===== src/hdl/hbridge_speed_to_pwm_with_boost_assert.svh =====
// Assertion macros used by the top RTL file of the H-bridge PWM block.
// Both macros sample on i_clk and are disabled while i_rst_n is low.
`ifndef HBRIDGE_SPEED_TO_PWM_WITH_BOOST_ASSERT_SVH
`define HBRIDGE_SPEED_TO_PWM_WITH_BOOST_ASSERT_SVH

// The consequent must hold in the same cycle as the antecedent.
`define HBPWM_ASSERT_SAME(lbl, ante, cons, msg) \
    lbl: assert property (@(posedge i_clk) disable iff (!i_rst_n) (ante) |-> (cons)) \
        else $error(msg);

// The consequent must hold in the cycle after the antecedent.
`define HBPWM_ASSERT_NEXT(lbl, ante, cons, msg) \
    lbl: assert property (@(posedge i_clk) disable iff (!i_rst_n) (ante) |=> (cons)) \
        else $error(msg);

`endif


===== src/hdl/hbpwm_pkg.sv =====
package hbpwm_pkg;

    typedef enum logic [1:0] {
        KIND_SET_SPEED = 2'd0,
        KIND_CONTROL   = 2'd1,
        KIND_COAST     = 2'd2,
        KIND_BRAKE     = 2'd3
    } t_kind;

    typedef enum logic [1:0] {
        DIR_STOP = 2'b00,
        DIR_FWD  = 2'b01,
        DIR_REV  = 2'b11
    } t_dir;

    localparam int OUT_W        = 10;
    localparam int CFG_VAL_W    = 10;
    localparam int TIME_W       = 16;
    localparam int NOW_W        = 32;
    localparam int SPEED_W      = 8;
    localparam int MAG_W        = 7;
    localparam int SPEED_FULL   = 100;
    localparam int ADDR_W       = 5;
    localparam int APB_W        = 32;
    localparam int IN_TDATA_W   = 40;
    localparam int IN_TUSER_W   = 2;
    localparam int OUT_TDATA_W  = 24;
    localparam int QDEPTH       = 2;
    localparam int CNT_W        = 2;

    localparam logic signed [SPEED_W-1:0] SPEED_MAX = 8'sd100;
    localparam logic signed [SPEED_W-1:0] SPEED_MIN = -8'sd100;

    localparam logic [CFG_VAL_W-1:0] CFG_DUTY_RST = 10'd1023;

    localparam logic [2:0] REG_MIN_FWD    = 3'd0;
    localparam logic [2:0] REG_MIN_REV    = 3'd1;
    localparam logic [2:0] REG_MAX        = 3'd2;
    localparam logic [2:0] REG_BOOST_FWD  = 3'd3;
    localparam logic [2:0] REG_BOOST_REV  = 3'd4;
    localparam logic [2:0] REG_BOOST_TIME = 3'd5;
    localparam logic [2:0] REG_BRAKE      = 3'd6;

    typedef struct packed {
        logic              valid;
        t_kind             kind;
        t_dir              dir;
        logic [NOW_W-1:0]  now_ms;
    } t_item;

    typedef struct packed {
        logic [OUT_W-1:0] fwd;
        logic [OUT_W-1:0] rev;
        logic             last;
    } t_result;

    typedef struct packed {
        logic [1:0] num;
        t_result    first;
        t_result    second;
    } t_push;

endpackage


===== src/hdl/hbpwm_cfg.sv =====
module hbpwm_cfg
    import hbpwm_pkg::*;
#(
    parameter int DUTY_BITS = 10
) (
    input  logic                  i_clk,
    input  logic                  i_rst_n,
    input  logic                  i_psel,
    input  logic                  i_penable,
    input  logic                  i_pwrite,
    input  logic [ADDR_W-1:0]     i_paddr,
    input  logic [APB_W-1:0]      i_pwdata,
    output logic [APB_W-1:0]      o_prdata,
    output logic [DUTY_BITS-1:0]  o_min_fwd,
    output logic [DUTY_BITS-1:0]  o_min_rev,
    output logic [DUTY_BITS-1:0]  o_max,
    output logic [DUTY_BITS-1:0]  o_boost_fwd,
    output logic [DUTY_BITS-1:0]  o_boost_rev,
    output logic [TIME_W-1:0]     o_boost_time,
    output logic [DUTY_BITS-1:0]  o_brake
);

    logic [DUTY_BITS-1:0] r_min_fwd;
    logic [DUTY_BITS-1:0] r_min_rev;
    logic [DUTY_BITS-1:0] r_max;
    logic [DUTY_BITS-1:0] r_boost_fwd;
    logic [DUTY_BITS-1:0] r_boost_rev;
    logic [TIME_W-1:0]    r_boost_time;
    logic [DUTY_BITS-1:0] r_brake;
    logic                 w_wr;
    logic [2:0]           w_idx;
    logic [DUTY_BITS-1:0] w_wdat;

    assign w_wr   = i_psel & i_penable & i_pwrite;
    assign w_idx  = i_paddr[ADDR_W-1:2];
    assign w_wdat = DUTY_BITS'(i_pwdata[CFG_VAL_W-1:0]);

    always_ff @(posedge i_clk) begin
        if (!i_rst_n) begin
            r_min_fwd    <= '0;
            r_min_rev    <= '0;
            r_max        <= DUTY_BITS'(CFG_DUTY_RST);
            r_boost_fwd  <= '0;
            r_boost_rev  <= '0;
            r_boost_time <= '0;
            r_brake      <= DUTY_BITS'(CFG_DUTY_RST);
        end else if (w_wr) begin
            unique case (w_idx)
                REG_MIN_FWD:    r_min_fwd    <= w_wdat;
                REG_MIN_REV:    r_min_rev    <= w_wdat;
                REG_MAX:        r_max        <= w_wdat;
                REG_BOOST_FWD:  r_boost_fwd  <= w_wdat;
                REG_BOOST_REV:  r_boost_rev  <= w_wdat;
                REG_BOOST_TIME: r_boost_time <= i_pwdata[TIME_W-1:0];
                REG_BRAKE:      r_brake      <= w_wdat;
                default: ;
            endcase
        end
    end

    always_comb begin
        unique case (w_idx)
            REG_MIN_FWD:    o_prdata = APB_W'(r_min_fwd);
            REG_MIN_REV:    o_prdata = APB_W'(r_min_rev);
            REG_MAX:        o_prdata = APB_W'(r_max);
            REG_BOOST_FWD:  o_prdata = APB_W'(r_boost_fwd);
            REG_BOOST_REV:  o_prdata = APB_W'(r_boost_rev);
            REG_BOOST_TIME: o_prdata = APB_W'(r_boost_time);
            REG_BRAKE:      o_prdata = APB_W'(r_brake);
            default:        o_prdata = '0;
        endcase
    end

    assign o_min_fwd    = r_min_fwd;
    assign o_min_rev    = r_min_rev;
    assign o_max        = r_max;
    assign o_boost_fwd  = r_boost_fwd;
    assign o_boost_rev  = r_boost_rev;
    assign o_boost_time = r_boost_time;
    assign o_brake      = r_brake;

endmodule


===== src/hdl/hbpwm_map.sv =====
module hbpwm_map
    import hbpwm_pkg::*;
#(
    parameter int DUTY_BITS = 10
) (
    input  logic                        i_clk,
    input  logic                        i_rst_n,
    input  logic                        i_en,
    input  logic                        i_valid,
    input  t_kind                       i_kind,
    input  logic signed [SPEED_W-1:0]   i_speed,
    input  logic [NOW_W-1:0]            i_now,
    input  logic [DUTY_BITS-1:0]        i_min_fwd,
    input  logic [DUTY_BITS-1:0]        i_min_rev,
    input  logic [DUTY_BITS-1:0]        i_max,
    output t_item                       o_item,
    output logic [DUTY_BITS-1:0]        o_duty
);

    localparam int PM_W   = MAG_W + DUTY_BITS;
    localparam int SH     = PM_W + 7;
    localparam int RW     = SH - 5;
    localparam int PROD_W = PM_W + RW;
    localparam logic [63:0] RECIP_WIDE =
        ((64'd1 << SH) + 64'(SPEED_FULL) - 64'd1) / 64'(SPEED_FULL);
    localparam logic [RW-1:0] RECIP = RECIP_WIDE[RW-1:0];

    logic signed [SPEED_W-1:0] r_setpoint;
    logic signed [SPEED_W-1:0] n_setpoint;
    t_item                     r_s1;
    logic [PM_W-1:0]           r_pm;
    logic                      r_neg;
    logic [DUTY_BITS-1:0]      r_lo;
    t_item                     r_s2;
    logic [DUTY_BITS-1:0]      r_duty;

    logic                      w_acc;
    logic signed [SPEED_W-1:0] w_clamp;
    t_dir                      w_dir;
    logic [SPEED_W-1:0]        w_abs;
    logic [MAG_W-1:0]          w_mag;
    logic [DUTY_BITS-1:0]      w_lo;
    logic                      w_neg;
    logic [DUTY_BITS-1:0]      w_adiff;
    logic [PM_W-1:0]           w_pm;
    logic [PROD_W-1:0]         w_prod;
    logic [DUTY_BITS-1:0]      w_q;
    logic [DUTY_BITS-1:0]      w_duty;

    assign w_acc = i_valid & i_en;

    always_comb begin
        if (i_speed > SPEED_MAX) begin
            w_clamp = SPEED_MAX;
        end else if (i_speed < SPEED_MIN) begin
            w_clamp = SPEED_MIN;
        end else begin
            w_clamp = i_speed;
        end
        unique case (i_kind)
            KIND_SET_SPEED: n_setpoint = w_clamp;
            KIND_CONTROL:   n_setpoint = r_setpoint;
            KIND_COAST:     n_setpoint = '0;
            KIND_BRAKE:     n_setpoint = '0;
        endcase
    end

    always_comb begin
        if (r_setpoint == '0) begin
            w_dir = DIR_STOP;
        end else if (r_setpoint[SPEED_W-1]) begin
            w_dir = DIR_REV;
        end else begin
            w_dir = DIR_FWD;
        end
        w_abs   = r_setpoint[SPEED_W-1] ? (~r_setpoint + 8'd1) : r_setpoint;
        w_mag   = w_abs[MAG_W-1:0];
        w_lo    = (w_dir == DIR_FWD) ? i_min_fwd : i_min_rev;
        w_neg   = i_max < w_lo;
        w_adiff = w_neg ? (w_lo - i_max) : (i_max - w_lo);
        w_pm    = PM_W'(w_mag) * PM_W'(w_adiff);
    end

    assign w_prod = PROD_W'(r_pm) * PROD_W'(RECIP);
    assign w_q    = w_prod[SH +: DUTY_BITS];
    assign w_duty = (r_s1.dir == DIR_STOP) ? '0 : (r_neg ? (r_lo - w_q) : (r_lo + w_q));

    always_ff @(posedge i_clk) begin
        if (!i_rst_n) begin
            r_setpoint <= '0;
            r_s1       <= '0;
            r_s2       <= '0;
        end else if (i_en) begin
            if (w_acc) begin
                r_setpoint <= n_setpoint;
            end
            r_s1 <= '{valid: i_valid, kind: i_kind, dir: w_dir, now_ms: i_now};
            r_s2 <= r_s1;
        end
    end

    always_ff @(posedge i_clk) begin
        if (i_en) begin
            r_pm   <= w_pm;
            r_neg  <= w_neg;
            r_lo   <= w_lo;
            r_duty <= w_duty;
        end
    end

    assign o_item = r_s2;
    assign o_duty = r_duty;

endmodule


===== src/hdl/hbpwm_ctrl.sv =====
module hbpwm_ctrl
    import hbpwm_pkg::*;
#(
    parameter int DUTY_BITS = 10
) (
    input  logic                  i_clk,
    input  logic                  i_rst_n,
    input  logic                  i_en,
    input  t_item                 i_item,
    input  logic [DUTY_BITS-1:0]  i_duty,
    input  logic [DUTY_BITS-1:0]  i_boost_fwd,
    input  logic [DUTY_BITS-1:0]  i_boost_rev,
    input  logic [TIME_W-1:0]     i_boost_time,
    input  logic [DUTY_BITS-1:0]  i_brake,
    output t_push                 o_push
);

    t_dir                 r_adir;
    t_dir                 n_adir;
    logic [DUTY_BITS-1:0] r_aduty;
    logic [DUTY_BITS-1:0] n_aduty;
    logic [NOW_W-1:0]     r_deadline;
    logic [NOW_W-1:0]     n_deadline;
    logic [DUTY_BITS-1:0] w_boost;
    logic [NOW_W-1:0]     w_dl;
    logic [DUTY_BITS-1:0] w_app;
    t_push                w_push;

    assign w_boost = (i_item.dir == DIR_FWD) ? i_boost_fwd : i_boost_rev;

    always_comb begin
        n_adir     = r_adir;
        n_aduty    = r_aduty;
        n_deadline = r_deadline;
        w_dl       = r_deadline;
        w_app      = i_duty;
        w_push     = '0;
        unique case (i_item.kind)
            KIND_SET_SPEED: ;
            KIND_CONTROL: begin
                if (i_item.dir != r_adir) begin
                    if (i_item.dir == DIR_STOP || i_duty >= w_boost) begin
                        w_dl = '0;
                    end else begin
                        w_dl = i_item.now_ms + NOW_W'(i_boost_time);
                    end
                end
                if (w_dl != '0 && i_item.dir != DIR_STOP) begin
                    if (i_item.now_ms < w_dl) begin
                        w_app = w_boost;
                    end else begin
                        w_dl = '0;
                    end
                end
                n_deadline = w_dl;
                if (w_app != r_aduty || i_item.dir != r_adir) begin
                    n_aduty = w_app;
                    n_adir  = i_item.dir;
                    if (i_item.dir != DIR_STOP) begin
                        w_push.num        = 2'd1;
                        w_push.first.fwd  = (i_item.dir == DIR_FWD) ? OUT_W'(w_app) : '0;
                        w_push.first.rev  = (i_item.dir == DIR_REV) ? OUT_W'(w_app) : '0;
                        w_push.first.last = 1'b1;
                    end
                end
            end
            KIND_COAST: begin
                w_push.num        = 2'd1;
                w_push.first.last = 1'b1;
                n_adir            = DIR_STOP;
                n_aduty           = '0;
                n_deadline        = '0;
            end
            KIND_BRAKE: begin
                w_push.num         = 2'd2;
                w_push.first.fwd   = OUT_W'(i_brake);
                w_push.first.rev   = OUT_W'(i_brake);
                w_push.second.last = 1'b1;
                n_adir             = DIR_STOP;
                n_aduty            = '0;
                n_deadline         = '0;
            end
        endcase
    end

    always_ff @(posedge i_clk) begin
        if (!i_rst_n) begin
            r_adir     <= DIR_STOP;
            r_aduty    <= '0;
            r_deadline <= '0;
        end else if (i_en && i_item.valid) begin
            r_adir     <= n_adir;
            r_aduty    <= n_aduty;
            r_deadline <= n_deadline;
        end
    end

    assign o_push = w_push;

endmodule


===== src/hdl/hbpwm_outq.sv =====
module hbpwm_outq
    import hbpwm_pkg::*;
(
    input  logic              i_clk,
    input  logic              i_rst_n,
    input  logic              i_push_valid,
    input  t_push             i_push,
    input  logic              i_tready,
    output logic              o_en,
    output logic              o_tvalid,
    output t_result           o_result,
    output logic [CNT_W-1:0]  o_cnt
);

    t_result          r_q [QDEPTH];
    t_result          n_q [QDEPTH];
    logic [CNT_W-1:0] r_cnt;
    logic [CNT_W-1:0] n_cnt;
    logic             w_pop;
    logic             w_room;
    logic             w_do_push;

    assign w_pop     = (r_cnt != '0) & i_tready;
    assign w_room    = ({1'b0, r_cnt} + {1'b0, i_push.num}) <= (CNT_W + 1)'(QDEPTH);
    assign w_do_push = i_push_valid & w_room;

    always_comb begin
        n_q   = r_q;
        n_cnt = r_cnt;
        if (w_pop) begin
            n_q[0] = r_q[1];
            n_cnt  = r_cnt - 1'b1;
        end
        if (w_do_push) begin
            unique case (i_push.num)
                2'd1: begin
                    n_q[n_cnt[0]] = i_push.first;
                    n_cnt         = n_cnt + 1'b1;
                end
                2'd2: begin
                    n_q[0] = i_push.first;
                    n_q[1] = i_push.second;
                    n_cnt  = CNT_W'(QDEPTH);
                end
                default: ;
            endcase
        end
    end

    always_ff @(posedge i_clk) begin
        if (!i_rst_n) begin
            r_cnt <= '0;
        end else begin
            r_cnt <= n_cnt;
        end
    end

    always_ff @(posedge i_clk) begin
        r_q <= n_q;
    end

    assign o_en     = !i_push_valid || w_room;
    assign o_tvalid = r_cnt != '0;
    assign o_result = r_q[0];
    assign o_cnt    = r_cnt;

endmodule


===== src/hdl/hbridge_speed_to_pwm_with_boost.sv =====
// H-bridge speed to PWM drive with start boost.
// Items enter on the s_axis stream: tuser carries the kind (set speed, control
// update, coast, brake), tdata the signed speed percent and the millisecond
// timestamp. Results leave on the m_axis stream as a forward and a reverse
// duty, with tlast set on the final result that an item causes.
// The APB port holds the duty floors, the maximum duty, the boost duties, the
// boost time and the brake duty; the user must write it only while the block
// is idle, and the block itself does not enforce this. One item is accepted
// every cycle while s_axis_tready is high, and results leave at up to one per
// cycle. A two-entry output queue behind the decision stage sets that rate: a
// brake needs both entries free, so it waits until the queue has drained. When
// the receiver stalls, the queue fills and s_axis_tready drops as soon as the
// item in the decision stage finds no room; it is driven from registers only,
// and no transfer is lost. Reset clears the setpoint, applied direction, duty
// and boost deadline, empties the pipeline and queue, and loads the registers
// with their defaults.
`include "hbridge_speed_to_pwm_with_boost_assert.svh"

module hbridge_speed_to_pwm_with_boost
    import hbpwm_pkg::*;
#(
    parameter int DUTY_BITS = 10
) (
    input  logic                    i_clk,
    input  logic                    i_rst_n,
    input  logic                    s_axis_tvalid,
    output logic                    s_axis_tready,
    input  logic [IN_TDATA_W-1:0]   s_axis_tdata,   // speed_percent[7:0], now_ms[39:8]
    input  logic [IN_TUSER_W-1:0]   s_axis_tuser,   // kind[1:0]
    output logic                    m_axis_tvalid,
    input  logic                    m_axis_tready,
    output logic [OUT_TDATA_W-1:0]  m_axis_tdata,   // forward_duty[9:0], reverse_duty[19:10]
    output logic                    m_axis_tlast,
    input  logic                    psel,
    input  logic                    penable,
    input  logic                    pwrite,
    input  logic [ADDR_W-1:0]       paddr,
    input  logic [APB_W-1:0]        pwdata,
    output logic [APB_W-1:0]        prdata,
    output logic                    pready
);

    logic [DUTY_BITS-1:0] w_min_fwd;
    logic [DUTY_BITS-1:0] w_min_rev;
    logic [DUTY_BITS-1:0] w_max;
    logic [DUTY_BITS-1:0] w_boost_fwd;
    logic [DUTY_BITS-1:0] w_boost_rev;
    logic [TIME_W-1:0]    w_boost_time;
    logic [DUTY_BITS-1:0] w_brake;
    logic                 w_en;
    t_item                w_item;
    logic [DUTY_BITS-1:0] w_duty;
    t_push                w_push;
    t_result              w_res;
    logic [CNT_W-1:0]     w_cnt;

    assign pready = 1'b1;

    hbpwm_cfg #(
        .DUTY_BITS (DUTY_BITS)
    ) u_cfg (
        .i_clk        (i_clk),
        .i_rst_n      (i_rst_n),
        .i_psel       (psel),
        .i_penable    (penable),
        .i_pwrite     (pwrite),
        .i_paddr      (paddr),
        .i_pwdata     (pwdata),
        .o_prdata     (prdata),
        .o_min_fwd    (w_min_fwd),
        .o_min_rev    (w_min_rev),
        .o_max        (w_max),
        .o_boost_fwd  (w_boost_fwd),
        .o_boost_rev  (w_boost_rev),
        .o_boost_time (w_boost_time),
        .o_brake      (w_brake)
    );

    hbpwm_map #(
        .DUTY_BITS (DUTY_BITS)
    ) u_map (
        .i_clk     (i_clk),
        .i_rst_n   (i_rst_n),
        .i_en      (w_en),
        .i_valid   (s_axis_tvalid),
        .i_kind    (t_kind'(s_axis_tuser)),
        .i_speed   ($signed(s_axis_tdata[SPEED_W-1:0])),
        .i_now     (s_axis_tdata[SPEED_W +: NOW_W]),
        .i_min_fwd (w_min_fwd),
        .i_min_rev (w_min_rev),
        .i_max     (w_max),
        .o_item    (w_item),
        .o_duty    (w_duty)
    );

    hbpwm_ctrl #(
        .DUTY_BITS (DUTY_BITS)
    ) u_ctrl (
        .i_clk        (i_clk),
        .i_rst_n      (i_rst_n),
        .i_en         (w_en),
        .i_item       (w_item),
        .i_duty       (w_duty),
        .i_boost_fwd  (w_boost_fwd),
        .i_boost_rev  (w_boost_rev),
        .i_boost_time (w_boost_time),
        .i_brake      (w_brake),
        .o_push       (w_push)
    );

    hbpwm_outq u_outq (
        .i_clk        (i_clk),
        .i_rst_n      (i_rst_n),
        .i_push_valid (w_item.valid),
        .i_push       (w_push),
        .i_tready     (m_axis_tready),
        .o_en         (w_en),
        .o_tvalid     (m_axis_tvalid),
        .o_result     (w_res),
        .o_cnt        (w_cnt)
    );

    assign s_axis_tready = w_en;
    assign m_axis_tdata  = {{(OUT_TDATA_W - 2 * OUT_W){1'b0}}, w_res.rev, w_res.fwd};
    assign m_axis_tlast  = w_res.last;

    `HBPWM_ASSERT_SAME(a_queue_bound, 1'b1, w_cnt <= CNT_W'(QDEPTH), "output queue overfilled")
    `HBPWM_ASSERT_NEXT(a_brake_tail, m_axis_tvalid && m_axis_tready && !m_axis_tlast, m_axis_tvalid && m_axis_tlast && (w_res.fwd == '0) && (w_res.rev == '0), "brake not followed by coast result")
    `HBPWM_ASSERT_SAME(a_one_side, m_axis_tvalid && m_axis_tlast, (w_res.fwd == '0) || (w_res.rev == '0), "both bridge sides driven on a final result")

endmodule

===== config.mk =====
export PLATFORM = sky130hd
export DESIGN_NAME = hbridge_speed_to_pwm_with_boost
export DESIGN_NICKNAME = d
export VERILOG_FILES = /design/src/hdl/hbpwm_pkg.sv /design/src/hdl/hbpwm_cfg.sv /design/src/hdl/hbpwm_map.sv /design/src/hdl/hbpwm_ctrl.sv /design/src/hdl/hbpwm_outq.sv /design/src/hdl/hbridge_speed_to_pwm_with_boost.sv
export VERILOG_INCLUDE_DIRS = /design/src /design/src/hdl
export SDC_FILE = /design/constraint.sdc
export NUM_CORES = 1
export LEC_CHECK = 0
export BUFFER_PORTS_ARGS = -buffer_cell sky130_fd_sc_hd__buf_2
export CAP_MARGIN = 20
export CORE_MARGIN = 8
export CORE_UTILIZATION = 61
export DETAILED_ROUTE_END_ITERATION = 8
export PLACE_DENSITY_LB_ADDON = 0.15
export SYNTH_ARGS = -nofsm -noshare
export SYNTH_HDL_FRONTEND = slang
export SYNTH_HIERARCHICAL = 1
export SYNTH_SLANG_ARGS = --single-unit
export TNS_END_PERCENT = 10

===== constraint.sdc =====
create_clock -name i_clk -period 12.27 [get_ports i_clk]
set_input_delay 3.0675 -clock i_clk [delete_from_list [all_inputs] [get_ports i_clk]]
set_output_delay 3.0675 -clock i_clk [all_outputs]
set_load 0.01 [all_outputs]

==> flow_metrics.env <==
export IMPL_outcome="complete, no violations"
export IMPL_required_ps=9200
export IMPL_adder_and_majority_gate_portion_of_the_synthesized_area_pct=25.8
export IMPL_dieHeight_um=218
export IMPL_vias=19200
export IMPL_layout_filler_cells=3362
export IMPL_synth_most_common_cell="inv_1"
export IMPL_dp_hpwl_um=48300
export IMPL_grt_ovfl_total=0
export IMPL_setup_viol_count_final=0
export IMPL_critical_path_max_stage_delay_ps=750
export IMPL_core_area_mm2=0.0406
export IMPL_finalNetCount=3219
export IMPL_port_buffers=106
export IMPL_area_growth_pct=6.68
export IMPL_grt_max_degree=120
export IMPL_total_number_of_clock_tree_sinks=284
export IMPL_post_cts_buffers=0
export IMPL_synth_largest_area_cell="dfxtp_1"
export IMPL_ys_dominant_reg_cell="dfxtp_1"
export IMPL_rsz0062_at_grt="no"
export IMPL_initial_core_util_pct=61.3
export IMPL_final_cell_count_no_fill=3271
export IMPL_detail_route_wl_per_cell_um=19.0
export IMPL_worst_hold_startpoint="u_cfg/o_boost_rev[6]$_SDFFE_PN0P_"
export IMPL_finalWorstPathRequiredPeriod_ps=11620
export IMPL_setup_total_negative_slack_ps=0
export IMPL_cpLargestDelayFamily="compound AO/OA/AOI/OAI gates"
export IMPL_clock_fmax_mhz=86.1
export IMPL_report_final_slew_viol_count=0
export IMPL_synth_seq_cells=284
export IMPL_clkLatencyLatePin_ps=550
export IMPL_timing_reg2reg_worst_path_depth=34
export IMPL_max_stage_delay_cell_worst_path="nor2_1"
export IMPL_dpl_cell_count=3206
export IMPL_timing_critical_path_from="u_map/o_item[32]$_SDFFE_PN0P_"
export IMPL_path_class="reg -> out"
export IMPL_synth_mux_area_share_pct=7.98
export IMPL_syn_area_mm2=0.0249
export IMPL_netlist_cell_type_count=101
export IMPL_cts_buffers_inserted=34
export IMPL_dr_first_iter_drc_count=1433
export IMPL_grt_total_usage_pct=25.9
export IMPL_synthTopCellsByArea="dfxtp_1 (18%), ha_1 (14%), fa_1 (12%)"
export IMPL_seqCellArea_mm2=0.00628
export IMPL_finalCritPeriodShare_pct=94.7
export IMPL_h_tree_levels=2
export IMPL_remaining_drcs=0
export IMPL_postSynthCellCount=2690
export IMPL_critical_path_endpoint="s_axis_tready"
export IMPL_overall_die_area_mm2=0.0475
export IMPL_number_of_antenna_violations_at_the_first_check_in_global_routing=2
export IMPL_synth_yosys_warnings=6
export IMPL_crit_reg2reg_capture="u_ctrl/r_deadline[9]$_SDFFE_PN0P_"
export IMPL_hold_viol=0
export IMPL_max_slew_margin_rel_pct=24.9
export IMPL_routed_via_density=5.88
export IMPL_synth_compound_gate_area_share_pct=14.7
export IMPL_route_antenna_remaining_nets=0
export IMPL_cap_violations=0
export IMPL_number_of_gates_given_a_new_drive_strength_after_cts=0
export IMPL_async_flop_share_pct=0
export IMPL_regToRegSetupSlack_ps=2300
export IMPL_global_route_wire_length_before_repair_um=101000
export IMPL_worst_path_stages=28
export IMPL_ctsHoldBuffers=0
export IMPL_hp_class="reg -> reg"
export IMPL_setup_worst_path_end_class="output port"
export IMPL_critical_path_buf_inv_count=4
export IMPL_syn_area_per_cell_um2=9.25
export IMPL_gpl_final_weighted_congestion=0.936
export IMPL_timing_critical_path_from_type="flop"
export IMPL_clk_pin_slew_worst_paths_ps=60
export IMPL_die_w_um=218
export IMPL_yosys_area_share_xor_xnor_pct=3.42
export IMPL_number_of_top_level_pins=146
export IMPL_final_setup_skew_ps=33.3
export IMPL_post_synth_top_area_fraction_pct=18.1
export IMPL_ys_top_cells_by_count="inv_1 (316), ha_1 (269), nand2_1 (258), dfxtp_1 (225), mux2i_1 (186)"
export IMPL_drive_above_1_share_pct=8.77
export IMPL_routed_wl_um=62300
export IMPL_cts_tree="done"
export IMPL_synth_enable_flop_cells=59
export IMPL_multi_input_area_mm2=0.0166
export IMPL_std_cell_rows=74
export IMPL_ctsLongestPathBuffers=3
export IMPL_simple_gate_area_share_of_the_yosys_netlist_pct=14.0
export IMPL_actual_slew_at_the_worst_max_slew_pin_ps=1130
export IMPL_critPathArrivalTime_ps=8550
export IMPL_drt_pre_antenna_iters=8
export IMPL_yosysSeqAreaShare_pct=25.2
export IMPL_clock_root_buffer="clkbuf_16"
export IMPL_grt_pass1_vias=19300
export IMPL_critical_path_max_fanout=26
export IMPL_main_combinational_cell_family_by_area_after_synthesis="adder cells"
export IMPL_worstReg2RegStart="u_map/o_item[32]$_SDFFE_PN0P_"
-- cell usage in the layout (no fill, tap or decap), drive strengths merged, types with 30 or more instances in the layout --
master	Yosys	final
a21o	41	41
a21oi	97	97
and2	80	80
buf	114	120
clkbuf	58	44
conb	4	41
dfxtp	225	225
edfxtp	59	59
fa	153	153
ha	269	269
inv	318	320
mux2i	186	186
nand2	258	258
nand3	42	42
nor2	69	69
nor2b	90	90
nor3	30	30
o211ai	33	33
o21ai	101	101
xnor2	72	72
-- metrics by stage --
stage                     cell area (um2)  hold slack, ps  utilization, %  setup WS, ps
after global placement              25300             455            62.5          1480
after CTS                           26500             471            65.4           739
after detailed placement            25300             464            62.5          1440
after global routing                26500             498            65.4          33.4
after floorplan                     25000             443               -          2290
final                               26500             474            65.4           651
-- flip-flops by register name (all words and copies together) (netlist names), 16 cells and up --
register and cells:
u_cfg/o_boost_time 16, u_map/r_s1 37, u_outq/r_q 21, u_map/o_item 37
u_map/r_pm 17, u_ctrl/r_deadline 32, u_outq/o_result 21
-- tightest hold or removal path, cell delays in order (launching register included) --
cell	delay [ps]
dfxtp_1	320
nand2_1	50
mux2i_1	50
-- final cells by class --
type / count / share of cell area [%]
antenna: 2 / 0.0189
clock buffer: 44 / 3.54
multi-input combinational: 1953 / 62.5
tap: 532 / 2.51
sequential: 284 / 23.6
inverter: 318 / 4.50
clock inverter: 18 / 0.919
timing repair buffer: 120 / 2.42
-- worst min path at each step --
| stage | to | slack (ps) | depth (start not counted) |
|---|---|---|---|
| after floorplan | u_cfg/o_boost_rev[5]$_SDFFE_PN0P_ | 440 | 2 |
| after global placement | u_cfg/o_boost_fwd[0]$_SDFFE_PN0P_ | 450 | 2 |
| after detailed placement | u_cfg/o_boost_rev[6]$_SDFFE_PN0P_ | 460 | 2 |
| after CTS | u_cfg/o_boost_rev[6]$_SDFFE_PN0P_ | 470 | 2 |
| after global routing | u_cfg/o_boost_fwd[0]$_SDFFE_PN0P_ | 500 | 2 |
| final | u_cfg/o_boost_rev[6]$_SDFFE_PN0P_ | 470 | 2 |
-- logic make-up (layout without fill, tap and decap cells) --
| logic type | Yosys count | after routing |
|---|---|---|
| and+or+nand+nor | 682 | 682 |
| AOI/OAI and AO/OA | 516 | 516 |
| buffers and inverters | 490 | 500 |
| adders and majority gates | 422 | 422 |
| DFF | 284 | 284 |
| muxes | 197 | 197 |
| xor gates and xnor gates | 95 | 95 |
| other | 4 | 43 |
-- per-layer routing --
layer	routed length, um	global-route usage (%)	vias to the layer above
met3	3630	4.22	105
met4	1820	8.49	0
li1	-	-	9280
met2	28800	41.8	531
met5	0	0	-
met1	28000	35.1	9315
Power is not shown: default switching activity piles up to over one toggle a cycle in this logic, so the estimate is an artifact.
